<file path="src/rtl/ochp_pkg.sv">
// ----------------------------------------------------------------------------
// ochp_pkg
// Shared types, constants and the hash mixing step of the operation cache.
// ----------------------------------------------------------------------------
package ochp_pkg;

  localparam int unsigned OP_W   = 8;
  localparam int unsigned WORD_W = 32;
  localparam int unsigned BYTE_W = 8;

  // Hash: seed, bytes folded per cycle, byte counts per request kind
  localparam logic [WORD_W-1:0] HASH_SEED      = 32'hdeadbeef;
  localparam int unsigned       HASH_PER_CYCLE = 3;
  localparam int unsigned       HASH_BYTES_BIN = 9;
  localparam int unsigned       HASH_BYTES_UN  = 5;

  // Remainder unit takes one hex digit of the hash per cycle
  localparam int unsigned DIGIT_W = 4;
  localparam int unsigned DIGITS  = WORD_W / DIGIT_W;

  // Number of consecutive slots visited by one request
  localparam int unsigned PROBES = 3;

  // Request codes
  localparam logic REQ_LOOKUP = 1'b0;
  localparam logic REQ_INSERT = 1'b1;

  // Op code of an empty slot
  localparam logic [OP_W-1:0] OP_EMPTY = '0;

  typedef struct packed {
    logic              req_type;
    logic              is_binary;
    logic [OP_W-1:0]   op_code;
    logic [WORD_W-1:0] operand_p;
    logic [WORD_W-1:0] operand_q;
    logic [WORD_W-1:0] answer_in;
  } req_t;

  typedef struct packed {
    logic [OP_W-1:0]   op_code;
    logic [WORD_W-1:0] operand_p;
    logic [WORD_W-1:0] operand_q;
    logic [WORD_W-1:0] answer;
  } slot_t;

  // h * 31 xor byte, modulo 2^32
  function automatic logic [WORD_W-1:0] mix_byte(input logic [WORD_W-1:0] h,
                                                 input logic [BYTE_W-1:0] b);
    logic [WORD_W-1:0] h31;
    h31 = {h[WORD_W-6:0], 5'd0} - h;
    return h31 ^ {{(WORD_W-BYTE_W){1'b0}}, b};
  endfunction

endpackage

</file>
<file path="src/rtl/ochp_index.sv">
// ----------------------------------------------------------------------------
// ochp_index
// Home slot unit: folds the request bytes into the 32-bit hash, three bytes
// per cycle, then reduces the hash modulo TABLE_SIZE one hex digit per cycle.
// ----------------------------------------------------------------------------
module ochp_index #(
  parameter int unsigned TABLE_SIZE = 4096
) (
  input  logic                          clk_i,
  input  logic                          rst_ni,
  input  logic                          in_valid_i,
  output logic                          in_ready_o,
  input  ochp_pkg::req_t                in_req_i,
  output logic                          out_valid_o,
  input  logic                          out_ready_i,
  output ochp_pkg::req_t                out_req_o,
  output logic [$clog2(TABLE_SIZE)-1:0] out_home_o
);

  localparam int unsigned IDX_W  = $clog2(TABLE_SIZE);
  localparam int unsigned V_W    = IDX_W + ochp_pkg::DIGIT_W;
  localparam int unsigned CNT_W  = $clog2(ochp_pkg::DIGITS);
  localparam int unsigned BIDX_W = $clog2(ochp_pkg::HASH_BYTES_BIN + ochp_pkg::HASH_PER_CYCLE);
  localparam int unsigned WORD_W = ochp_pkg::WORD_W;
  localparam int unsigned DIGIT_W = ochp_pkg::DIGIT_W;

  localparam logic [CNT_W-1:0] LAST_STEP_BIN =
      CNT_W'((ochp_pkg::HASH_BYTES_BIN - 1) / ochp_pkg::HASH_PER_CYCLE);
  localparam logic [CNT_W-1:0] LAST_STEP_UN =
      CNT_W'((ochp_pkg::HASH_BYTES_UN - 1) / ochp_pkg::HASH_PER_CYCLE);
  localparam logic [CNT_W-1:0] LAST_DIGIT = CNT_W'(ochp_pkg::DIGITS - 1);

  typedef enum logic [1:0] {
    IX_IDLE,
    IX_HASH,
    IX_MOD,
    IX_DONE
  } ix_state_e;

  ix_state_e             state_q, state_d;
  logic [CNT_W-1:0]      cnt_q, cnt_d;
  ochp_pkg::req_t        req_q, req_d;
  logic [WORD_W-1:0]     hash_q, hash_d;
  logic [IDX_W-1:0]      rem_q, rem_d;

  logic [ochp_pkg::BYTE_W-1:0] byte_seq [ochp_pkg::HASH_BYTES_BIN];
  logic [BIDX_W-1:0]     n_bytes;
  logic [CNT_W-1:0]      last_step;
  logic [WORD_W-1:0]     hash_step;
  logic [IDX_W-1:0]      rem_step;

  // Byte order: op, then operand p and q, most significant byte first
  always_comb begin
    byte_seq[0] = req_q.op_code;
    for (int b = 0; b < 4; b++) begin
      byte_seq[1 + b] = req_q.operand_p[WORD_W-1-8*b -: 8];
      byte_seq[5 + b] = req_q.operand_q[WORD_W-1-8*b -: 8];
    end
  end

  assign n_bytes   = req_q.is_binary ? BIDX_W'(ochp_pkg::HASH_BYTES_BIN)
                                     : BIDX_W'(ochp_pkg::HASH_BYTES_UN);
  assign last_step = req_q.is_binary ? LAST_STEP_BIN : LAST_STEP_UN;

  // Fold up to three bytes into the hash this cycle
  always_comb begin
    logic [BIDX_W-1:0] idx;
    hash_step = hash_q;
    idx       = '0;
    for (int j = 0; j < ochp_pkg::HASH_PER_CYCLE; j++) begin
      idx = BIDX_W'(cnt_q) * BIDX_W'(ochp_pkg::HASH_PER_CYCLE) + BIDX_W'(j);
      if (idx < n_bytes) begin
        hash_step = ochp_pkg::mix_byte(hash_step, byte_seq[idx]);
      end
    end
  end

  // Shift in one digit and subtract the largest multiple of the table size
  always_comb begin
    logic [V_W-1:0] v;
    logic [V_W-1:0] rem_full;
    logic [V_W-1:0] mult;
    v        = {rem_q, hash_q[WORD_W-1 -: DIGIT_W]};
    rem_full = v;
    mult     = '0;
    for (int k = 1; k < (1 << DIGIT_W); k++) begin
      mult = V_W'(k * TABLE_SIZE);
      if (v >= mult) begin
        rem_full = v - mult;
      end
    end
    rem_step = rem_full[IDX_W-1:0];
  end

  // Sequencer: accept, hash, reduce, hand off
  always_comb begin
    state_d = state_q;
    cnt_d   = cnt_q;
    req_d   = req_q;
    hash_d  = hash_q;
    rem_d   = rem_q;
    unique case (state_q)
      IX_IDLE: begin
        if (in_valid_i) begin
          req_d = in_req_i;
          if (!in_req_i.is_binary) begin
            req_d.operand_q = '0;
          end
          hash_d  = ochp_pkg::HASH_SEED;
          cnt_d   = '0;
          state_d = IX_HASH;
        end
      end
      IX_HASH: begin
        hash_d = hash_step;
        if (cnt_q == last_step) begin
          cnt_d   = '0;
          rem_d   = '0;
          state_d = IX_MOD;
        end else begin
          cnt_d = cnt_q + 1'b1;
        end
      end
      IX_MOD: begin
        rem_d  = rem_step;
        hash_d = {hash_q[WORD_W-DIGIT_W-1:0], {DIGIT_W{1'b0}}};
        cnt_d  = cnt_q + 1'b1;
        if (cnt_q == LAST_DIGIT) begin
          state_d = IX_DONE;
        end
      end
      IX_DONE: begin
        if (out_ready_i) begin
          state_d = IX_IDLE;
        end
      end
      default: state_d = IX_IDLE;
    endcase
  end

  always_ff @(posedge clk_i or negedge rst_ni) begin
    if (!rst_ni) begin
      state_q <= IX_IDLE;
      cnt_q   <= '0;
      req_q   <= '0;
      hash_q  <= '0;
      rem_q   <= '0;
    end else begin
      state_q <= state_d;
      cnt_q   <= cnt_d;
      req_q   <= req_d;
      hash_q  <= hash_d;
      rem_q   <= rem_d;
    end
  end

  assign in_ready_o  = (state_q == IX_IDLE);
  assign out_valid_o = (state_q == IX_DONE);
  assign out_req_o   = req_q;
  assign out_home_o  = rem_q;

endmodule

</file>
<file path="config.mk">
export PLATFORM = sky130hd
export DESIGN_NAME = ochp_index
export DESIGN_NICKNAME = d
export VERILOG_FILES = /design/src/rtl/ochp_pkg.sv /design/src/rtl/ochp_index.sv
export SDC_FILE = /design/constraint.sdc
export NUM_CORES = 1
export LEC_CHECK = 0
export BUFFER_PORTS_ARGS = -buffer_cell sky130_fd_sc_hd__buf_2
export CORE_UTILIZATION = 28
export CTS_BUF_LIST = sky130_fd_sc_hd__clkbuf_2
export DETAILED_ROUTE_END_ITERATION = 8
export PLACE_DENSITY = 0.49
export SYNTH_ARGS = -nofsm -noshare
export SYNTH_HDL_FRONTEND = slang
export SYNTH_SLANG_ARGS = --single-unit
</file>
<file path="constraint.sdc">
create_clock -name clk_i -period 13.1 [get_ports clk_i]
set_clock_uncertainty 0.05 [all_clocks]
set_input_delay 2.62 -clock clk_i [delete_from_list [all_inputs] [get_ports clk_i]]
set_output_delay 2.62 -clock clk_i [all_outputs]
set_load 0.05 [all_outputs]
</file>
Word level (Yosys, flattened, before mapping). Cells that the tools add are included.

Input port bits: 110. Logic and storage cells: 117. Flip-flop bits (word level): 155. Output and inout bits: 120.

Multiply operators: 1. Equal/unequal tests: 9. Add/subtract/negate cells: 21. $lt $le $gt $ge: 21. Reduce and logical (&&, ||, !) cells: 7. Bitwise logic cells: 6. Mux-type cells: 42.

Operators by type and width (count): 12-bit two-way mux (16); 12-bit by 1-bit subtractor with 12-bit output, second input constant (15); 32-bit two-way mux (5); 16-bit >= comparator, second input constant (8); 8-bit binary-select mux with 4-bit select (3); 32-bit one-hot mux with 3 select lines (1); 32-bit subtractor (3); 32-bit by 8-bit bitwise XOR with 32-bit output (3); 16-bit by 15-bit >= comparator with 1-bit output, second input constant (4); 8-bit two-way mux (6); 16-bit by 14-bit >= comparator with 1-bit output, second input constant (2); 12-bit one-hot mux with 2 select lines (1); 16-bit by 13-bit >= comparator with 1-bit output, second input constant (1); 5-bit >= comparator, second input constant (3); 4-bit NOT with 5-bit output (3); 4-bit < comparator (3); 2-bit two-way mux (5); 3-bit one-hot mux with 3 select lines (1); 2-bit one-hot mux with 4 select lines (1); 3-bit two-way mux (2); 2-bit inequality test, second input constant (3); 2-bit AND reduction (3); 4-bit by 1-bit adder with 4-bit output, second input constant (1); 4-bit by 2-bit adder with 4-bit output, second input constant (1); 12 further kinds (13).

Logic depth before layout (Yosys ltp). Gate-level depths: netlist of the first run.

Depth in word-level cells: 17. Depth in mapped cells: 46.

Worst setup path before layout of the first run. No wires, ideal clock.

Path kind: register to register. Start point: register cnt_q[1]. End point: register hash_q[31]. Data arrival time: 8.996 ns. Stages on the path, launching flop included: 47. Path slack: 3.929 ns. Required time: 12.925 ns. Period minus slack after synthesis: 9.171 ns. Cells stage by stage: dfrtp_1 ha_1 inv_1 fa_1 xor2_1 inv_2 buf_2 buf_2 ha_1 nand3b_1 nand2_1 clkbuf_1 clkbuf_1 clkbuf_1 clkbuf_1 buf_1 nand2_1 o21ai_0 [11 not listed] nor2_1 xnor2_1 inv_1 ha_1 a21o_1 a21oi_1 o21ai_0 a21o_1 a41oi_2 o21ai_2 o21ai_0 o21ai_0 o31ai_1 a31oi_2 a41oi_2 mux2i_1 a211o_1 nand3_1.

Word-level cells in the longest chain between the ends: 14.

RTL lines: from (decl) (RTL line ochp_index.sv:41) `logic [CNT_W-1:0] cnt_q, cnt_d;`; from (signal assigned) (RTL line ochp_index.sv:150) `cnt_q <= cnt_d;`; 3-bit by 2-bit multiplier with 4-bit output (*) (RTL line ochp_index.sv:71) `idx = BIDX_W'(cnt_q) * BIDX_W'(ochp_pkg::HASH_PER_CYCLE) + BIDX_W'(j);`; 4-bit NOT with 5-bit output (not written as such) (RTL line ochp_index.sv:73) `hash_step = ochp_pkg::mix_byte(hash_step, byte_seq[idx]);`; 8-bit binary-select mux with 4-bit select (RTL line ochp_index.sv:73); 8-bit two-way mux (not written as such) (2 in series) (RTL line ochp_index.sv:73); 32-bit by 8-bit bitwise XOR with 32-bit output (RTL line ochp_pkg.sv:52) `return h31 ^ {{(WORD_W-BYTE_W){1'b0}}, b};`; 32-bit two-way mux (RTL line ochp_index.sv:72) `if (idx < n_bytes) begin`; 32-bit subtractor (RTL line ochp_pkg.sv:51) `h31 = {h[WORD_W-6:0], 5'd0} - h;`; 32-bit by 8-bit bitwise XOR with 32-bit output (RTL line ochp_pkg.sv:52); 32-bit two-way mux (RTL line ochp_index.sv:72); 32-bit subtractor (RTL line ochp_pkg.sv:51); 32-bit by 8-bit bitwise XOR with 32-bit output (RTL line ochp_pkg.sv:52); 32-bit two-way mux (*) (RTL line ochp_index.sv:72); 32-bit one-hot mux with 3 select lines (*) (RTL line ochp_index.sv:102) `unique case (state_q)`; to (signal assigned) (RTL line ochp_index.sv:152) `hash_q <= hash_d;`; to (decl) (RTL line ochp_index.sv:43) `logic [WORD_W-1:0] hash_q, hash_d;`.

Mark *: on every way between the ends. The rest lies on a longest branch, timed or not. The select of a mux whose other input is x is not followed. A chain may end at the register's enable or synchronous reset.

Worst setup path in the final report of the first run.
Start point: register cnt_q[0]. End point: register hash_q[31].

The elaborated chain is that of the path after synthesis.

==> results of run 1 <==
-- synthesized netlist by cell type, drive strengths merged (8+ instances only) --
library cell	n
nand2	191
dfrtp	155
o21ai	129
a21oi	113
inv	99
xnor2	92
nor2	90
mux2	80
ha	77
clkbuf	76
nand3	48
mux4	43
a21o	37
buf	28
mux2i	28
nor3	27
a211oi	25
nand4	23
a31oi	22
xor2	22
and3	17
nand2b	16
o21bai	16
a22o	12
a41oi	11
o211ai	11
o21a	11
or3	11
a2111oi	9
a22oi	9
nor4b	9
nor2b	8
o2111ai	8
o22ai	8
-- state kept, by name, indices dropped and copies added (netlist names) --
name        count
hash_q         32
state_q         2
cnt_q           3
out_req_o     106
out_home_o     12
-- cells by family after synthesis --
logic type,share of synthesized area (%)
compound gates,22.1
xor+xnor,7.10
fa+ha+maj,7.21
buf+inv,5.47
flops,26.8
mux,14.8
simple gates,16.5
-- per-stage QoR --
stage / setup WS (ns) / area [µm²] / utilization, % / cells
finish: 3.20 / 16500 / 32.7 / 2534
CTS: 3.17 / 16500 / 32.7 / 2532
global route: 2.31 / 16500 / 32.7 / 2534
global placement: 3.37 / 16200 / 32.1 / 2500
floorplan: 3.93 / 14500 / - / 1682
detailed placement: 3.16 / 16200 / 32.1 / 2500
-- routing by layer --
layer,global-route usage (%),vias up,wire [µm]
met5,0,-,0
met4,10.1,0,2360
met3,4.22,89,2830
met2,32.1,419,23900
met1,22.9,6531,21200
li1,-,6519,-
-- cell type report --
type | instances | area, µm²
repair buffers | 250 | 1310
well taps | 672 | 841
fillers | 5389 | 34100
diodes | 2 | 5.00
multi-input cells | 1323 | 9840
inverters | 100 | 375
clock buffers | 17 | 85.1
flip-flops and latches | 155 | 3880
clock inverters | 15 | 186
-- path summary, 6_finish.rpt --
path                                             from  cells past startpoint                          to  slack [ns]
max                              cnt_q[0]$_DFFE_PN0P_                     38      hash_q[31]$_DFFE_PN0P_        3.20
min                        out_home_o[10]$_DFFE_PN0P_                      1  out_home_o[10]$_DFFE_PN0P_        0.49
max reg2reg                      cnt_q[0]$_DFFE_PN0P_                     38      hash_q[31]$_DFFE_PN0P_        3.20
min reg2reg                out_home_o[10]$_DFFE_PN0P_                      1  out_home_o[10]$_DFFE_PN0P_        0.49
max in group asynchronous                      rst_ni                      3   out_req_o[87]$_DFFE_PN0P_        9.61
min in group asynchronous                      rst_ni                      1      hash_q[29]$_DFFE_PN0P_        1.35
-- worst max-delay path, delay by kind of cell (launching register included) --
family / cells / cell delay, ns
and+or+nand+nor: 3 / 0.27
AOI/OAI and AO/OA: 20 / 4.71
muxes: 3 / 0.86
adders and majority gates: 3 / 1.53
DFF: 1 / 0.51
buffers and inverters: 6 / 1.51
xor gates and xnor gates: 3 / 0.48
==> run summary, run 1 <==
Top Ports: 230
largest cells by area after synthesis: dfrtp_1 (27%), mux4_2 (6.7%), ha_1 (6.6%)
most common cell after layout, fill and taps aside: buf_2
Worst Path Required: 14.07 ns
IO buf count: 229
Least-Margin Pin Slew: 1.19 ns
Clock Path Buffers: 2
startpoint types: flip-flop
Area growth, synth to finish: 14.0%
Avg Inst Size Synth: 8.61 µm²
commonest non-fill, non-tap cells in the layout: buf_2 (228), nand2_1 (189), dfrtp_1 (154), o21ai_0 (117), a21oi_1 (112)
Post-synth EDFFs: 0
asr flop ratio synth: 100%
part of the cycle the worst path needs: 75.5%
Mapped Area: 0.0145 mm²
final-report max-slew violation count: 0
global-route wire length before repair: 78.2 mm
Initial Util: 28.6%
CP max stage cell: ha_2
Rows: 82
H-tree level count: 4
DRC: 0
max incr delay on CP: 0.90 ns
Seq/Total Area, Yosys: 26.8%
Core Footprint: 0.0506 mm²
Vias: 13600
Hold Fails Final Rpt: 0
hold slack: 0.492 ns
leading area contributor after synthesis: dfrtp_1
Inserted Clock Buffers: 17
fmax: 101 MHz
Worst-Skew Late Latency: 1.06 ns
CTS tree: done
Gate Count Post-Synth: 1682
largest net degree at the start of global routing: 77
die width: 229 µm
Root Buffer: clkbuf_2
Worst Path Arrival: 10.87 ns
synth warn: 0
global route total overflow: 0
synthesized net count: 1870
outcome: complete, no violations
Nets: 2035
share of layout cells above drive strength 1: 24.0%
Crit. End Element: flip-flop
Setup-failing EPs final: 0
Reg clk slew, reported paths: 0.41 ns
Distinct cells, synth: 102
post-CTS setup repair buffer count: 0
post-DR vias/cell: 5.35
DRT Pass-1 Iters: 6
HPWL Detailed: 38.7 mm
post-synth top area share: 26.8%
number of global-route vias before repair: 13500
RSZ-0062 raised after global routing: false
max-cap viol count: 0
minimum clock period: 9.90 ns
Sink Count: 155
HP Class: reg2reg
post-CTS sizing: 0
Final ANT Viol Nets: 0
DIE HEIGHT: 229 µm
TNS Setup: 0 ns
Placer Congestion: 0.878
relative slew slack: 19.9%
Yosys reg bits: 155
CP Max Fanout: 39
drt total wl: 50.3 mm
Crit Path Class: reg2reg
wire per inst: 19.9 µm
initial antenna violation count: 2
CTS hold repair buffers: 0
GRT Total Usage: 19.2%
Initial DRC Count: 862
die area: 0.0527 mm²
Post-synth top flop: dfrtp_1
Power of run 1 is left out: the tool's default activity adds up to more than one toggle a clock period on the data nets, which glitch-free logic cannot reach.
==> run 2: changes to the inputs <==
Settings changed: PLACE_DENSITY 0.49 to 0.51.
Clock period 13.1 ns to 8.8 ns, I/O delays scaled along.
==> run 2 against run 1 <==
  * Setup slack lost 2.7 ns
  * Hold slack worse by 0.0098 ns
  * Non-clock buffer count is 45 higher
==> run summary, run 2 (synthesis gave the netlist of run 1 again) <==
outcome: complete, no violations
Clock Path Buffers: 2 (unchanged)
HPWL Detailed: 37.8 mm (-2.2%)
Crit Path Class: reg2reg
register area: 0.00388 mm² (unchanged)
relative slew slack: 33.9% (+14 points)
post-DR vias/cell: 5.34 (-0.25%)
Hold Fails Final Rpt: 0 (unchanged)
die area: 0.0527 mm² (unchanged)
Area growth, synth to finish: 17.6%
HP Class: reg2reg
GRT Total Usage: 18.2% (-0.98 points)
Crit. End Element: flip-flop
global route total overflow: 0 (unchanged)
Inserted Clock Buffers: 17 (unchanged)
number of global-route vias before repair: 13500 (-0.096%)
Setup Slack @ Placement: 0.00371 ns (-3.16 ns)
Top Ports: 230 (unchanged)
Worst-Skew Late Latency: 0.96 ns (-0.10 ns)
global-route wire length before repair: 76.0 mm (-2.9%)
Setup WS post-layout: 0.454 ns (-2.75 ns)
Root Buffer: clkbuf_2
Setup-failing EPs final: 0 (unchanged)
DRC: 0 (unchanged)
startpoint types: flip-flop
Worst Path Arrival: 9.13 ns (-1.74 ns)
initial antenna violation count: 2 (unchanged)
die width: 229 µm (unchanged)
final-report max-slew violation count: 0 (unchanged)
H-tree level count: 4 (unchanged)
Least-Margin Pin Slew: 0.986 ns (-0.207 ns)
Placer Congestion: 0.872 (-0.71%)
drt total wl: 47.9 mm (-4.7%)
Initial DRC Count: 896 (+3.9%)
TNS Setup: 0 ns (unchanged)
wire per inst: 18.6 µm (-6.3%)
share of layout cells above drive strength 1: 27.4% (+3.4 points)
DIE HEIGHT: 229 µm (unchanged)
Reg clk slew, reported paths: 0.23 ns (-0.18 ns)
Largest register FFs: 106 (unchanged)
Initial Util: 28.6% (unchanged)
max incr delay on CP: 0.48 ns (-0.42 ns)
Layout Cells excl Fill: 2578 (+1.7%)
Core Footprint: 0.0506 mm² (unchanged)
DP Cell Count: 2536 (+1.4%)
CTS tree: done
hold slack: 0.482 ns (-0.00980 ns)
CP Max Fanout: 9 (-77%)
CP max stage cell: dfrtp_2
Sink Count: 155 (unchanged)
Rows: 82 (unchanged)
Final ANT Viol Nets: 0 (unchanged)
fill count: 5364 (-0.46%)
minimum clock period: 8.35 ns (-1.55 ns)
IO buf count: 229 (unchanged)
largest net degree at the start of global routing: 100 (+30%)
multi-input logic area: 0.0101 mm² (+2.3%)
Nets: 2080 (+2.2%)
Worst Path Required: 9.59 ns (-4.48 ns)
max-cap viol count: 0 (unchanged)
DRT Pass-1 Iters: 6 (unchanged)
part of the cycle the worst path needs: 94.8% (+19 points)
commonest non-fill, non-tap cells in the layout: buf_2 (228), nand2_1 (188), dfrtp_1 (154), o21ai_0 (117), a21oi_1 (104)
fmax: 120 MHz (+19%)
most common cell after layout, fill and taps aside: buf_2
Vias: 13800 (+1.5%)
==> run 2: cell types whose count changed in the layout (fill, tap and decap cells not counted), sizes merged <==
cell | previous run | this run
buf | 250 | 295
inv | 109 | 108
==> run 2: per-stage QoR <==
stage               area, µm²  utilization, %
finish                  17000            33.7
floorplan               14500               -
global placement        16500            32.7
CTS                     16800            33.2
global route            17000            33.7
detailed placement      16500            32.7
==> run 2: critical path: cells and delay by family (launching register included) <==
family | cells | cell delay (ns)
AOI/OAI and AO/OA | 18 | 3.66
adders and majority gates | 5 | 1.65
and+or+nand+nor | 7 | 1.19
buffers and inverters | 5 | 0.58
DFF | 1 | 0.48
xor gates and xnor gates | 2 | 0.37
muxes | 1 | 0.26
==> run 2: final timing paths <==
path | from | end | slack, ns | cells past startpoint
max in group asynchronous | rst_ni | out_req_o[53]$_DFFE_PN0P_ | 6.82 | 2
setup / recovery | cnt_q[0]$_DFFE_PN0P_ | hash_q[31]$_DFFE_PN0P_ | 0.45 | 38
setup reg to reg | cnt_q[0]$_DFFE_PN0P_ | hash_q[31]$_DFFE_PN0P_ | 0.45 | 38
hold reg to reg | out_req_o[10]$_DFFE_PN0P_ | out_req_o[10]$_DFFE_PN0P_ | 0.48 | 1
hold / removal | out_req_o[10]$_DFFE_PN0P_ | out_req_o[10]$_DFFE_PN0P_ | 0.48 | 1
min in group asynchronous | rst_ni | hash_q[28]$_DFFE_PN0P_ | 0.66 | 1
==> run 2: routing by layer <==
layer	up-vias	global-route usage [%]	wire [µm]
li1	6606	-	-
met1	6664	22.4	20500
met2	428	31.4	23700
met3	61	3.35	2480
met4	0	6.79	1220
met5	-	0	0
==> run 2: layout make-up <==
type | count | share of cell area, %
inverter | 100 | 2.20
sequential | 155 | 22.8
multi-input combinational | 1323 | 59.1
tap | 672 | 4.93
clock buffer | 17 | 0.499
clock inverter | 14 | 0.727
timing repair buffer | 295 | 9.79
antenna | 2 | 0.0294
==> run 2: repair_timing <==
item	in CTS	in global routing
pin swaps	0	8
gates resized for setup	4	36
hold buffers	0	0
gates cloned	0	0
endpoints found under the setup margin	2	6
setup buffers	0	9
Power of run 2 is left out for the same reason.
==> run 3: changes to the inputs <==
Settings changed: CTS_BUF_LIST sky130_fd_sc_hd__clkbuf_2 to sky130_fd_sc_hd__clkbuf_8.
==> run 3 against run 2 <==
  * Via count decreased by 0.17%
  * Register-to-register slack worse by 0.04 ns
  * Sequential share of layout area shrank 0.11 points
  * Die area did not move
  * Largest cell class unchanged
==> run summary, run 3 (synthesis gave the netlist of run 1 again) <==
wire per inst: 18.6 µm (about the same)
die area: 0.0527 mm² (unchanged)
Worst-Skew Late Latency: 0.53 ns (-0.43 ns)
max incr delay on CP: 0.54 ns (+0.06 ns)
CP Max Fanout: 27 (+18)
share of layout cells above drive strength 1: 26.9% (-0.48 points)
stages on the worst setup path: 35 (-7.9%)
largest net degree at the start of global routing: 100 (unchanged)
fmax: 119 MHz (-0.51%)
Final ANT Viol Nets: 0 (unchanged)
RSZ-0062 raised after global routing: true
Top Ports: 230 (unchanged)
Area growth, synth to finish: 18.2%
CTS tree: done
part of the cycle the worst path needs: 95.3% (+0.49 points)
Initial DRC Count: 895 (-0.11%)
CP max stage cell: fa_1
IO buf count: 229 (unchanged)
# diodes: 0 (-2)
die width: 229 µm (unchanged)
Inserted Clock Buffers: 17 (unchanged)
minimum clock period: 8.39 ns (+0.0430 ns)
commonest non-fill, non-tap cells in the layout: buf_2 (228), nand2_1 (188), dfrtp_1 (154), o21ai_0 (117), a21oi_1 (107)
Nets: 2077 (-0.14%)
Setup Slack @ Placement: 0.00371 ns (unchanged)
Reg clk slew, reported paths: 0.09 ns (-0.14 ns)
Worst Path Required: 9.16 ns (-0.43 ns)
crit path buf inv count: 5 (unchanged)
Crit. End Element: flip-flop
DRC: 0 (unchanged)
Vias: 13700 (-0.17%)
GRT Total Usage: 18.2% (-0.039 points)
Root Buffer: clkbuf_8
reg2reg setup slack: 0.41 ns (-0.04 ns)
Rows: 82 (unchanged)
relative slew slack: 33.6% (-0.29 points)
Clock Path Buffers: 2 (unchanged)
max-cap viol count: 0 (unchanged)
global route total overflow: 0 (unchanged)
HP Class: reg2reg
initial antenna violation count: 0 (-2)
global-route wire length before repair: 75.8 mm (-0.26%)
CTS hold repair buffers: 0 (unchanged)
Core Footprint: 0.0506 mm² (unchanged)
hold path depth: 1 (unchanged)
DIE HEIGHT: 229 µm (unchanged)
hold slack: 0.455 ns (-0.0269 ns)
Least-Margin Pin Slew: 0.990 ns (+0.00438 ns)
Setup WS post-layout: 0.411 ns (-0.0430 ns)
drt total wl: 47.9 mm (-0.12%)
Initial Util: 28.6% (unchanged)
Placer Congestion: 0.872 (unchanged)
H-tree level count: 4 (unchanged)
number of global-route vias before repair: 13500 (-0.022%)
Util after Layout: 33.9% (+0.17 points)
HPWL Detailed: 37.8 mm (unchanged)
Sink Count: 155 (unchanged)
Worst R2R Path Depth: 35 (-7.9%)
Largest register FFs: 106 (unchanged)
Worst Path Arrival: 8.75 ns (-0.38 ns)
post-DR vias/cell: 5.34 (about the same)
most common cell after layout, fill and taps aside: buf_2
final-report max-slew violation count: 0 (unchanged)
startpoint types: flip-flop
Setup-failing EPs final: 0 (unchanged)
outcome: complete, no violations
Crit Path Class: reg2reg
DRT Pass-1 Iters: 5 (-1)
Hold Fails Final Rpt: 0 (unchanged)
crit-path leading delay family: compound AO/OA/AOI/OAI gates
[run 3: through the flow]
| stage | cells | TNS, ns | cell area, µm² |
|---|---|---|---|
| 2_1_floorplan | 1682 | 0 | 14500 |
| 3_3_place_gp | 2536 | 0 | 16500 |
| 3_5_place_dp | 2536 | 0 | 16500 |
| 4_1_cts | 2567 | 0 | 16900 |
| 5_1_grt | 2573 | -0.102 | 17100 |
| 6_report | 2573 | 0 | 17100 |
[run 3: cell type report]
type	instances	area, µm²
multi-input cells	1323	10000
repair buffers	292	1650
clock buffers	17	234
flip-flops and latches	155	3880
inverters	100	375
clock inverters	14	124
well taps	672	841
fillers	5352	33500
[run 3: path summary, 6_finish.rpt]
check	start	endpoint
worst max-delay path	cnt_q[1]$_DFFE_PN0P_	hash_q[31]$_DFFE_PN0P_
worst min-delay path	out_req_o[10]$_DFFE_PN0P_	out_req_o[10]$_DFFE_PN0P_
worst max register to register	cnt_q[1]$_DFFE_PN0P_	hash_q[31]$_DFFE_PN0P_
worst min register to register	out_req_o[10]$_DFFE_PN0P_	out_req_o[10]$_DFFE_PN0P_
max in group asynchronous	rst_ni	out_req_o[53]$_DFFE_PN0P_
min in group asynchronous	rst_ni	hash_q[28]$_DFFE_PN0P_
[run 3: routing by layer]
metal / global-route usage, % / part of all wire [%] / up-vias
li1: - / - / 6611
met1: 22.2 / 42 / 6623
met2: 31.2 / 49 / 428
met3: 3.62 / 5.4 / 73
met4: 6.92 / 3.1 / 0
met5: 0 / 0 / -
[run 3: what timing repair did]
item                       in CTS  in global routing
setup buffers                   0                  6
gates cloned                    0                  0
hold endpoints to repair        0                  0
pin swaps                       0                  8
gates resized for setup         4                 30
setup endpoints to repair       2                  6
Power of run 3 is left out for the same reason.
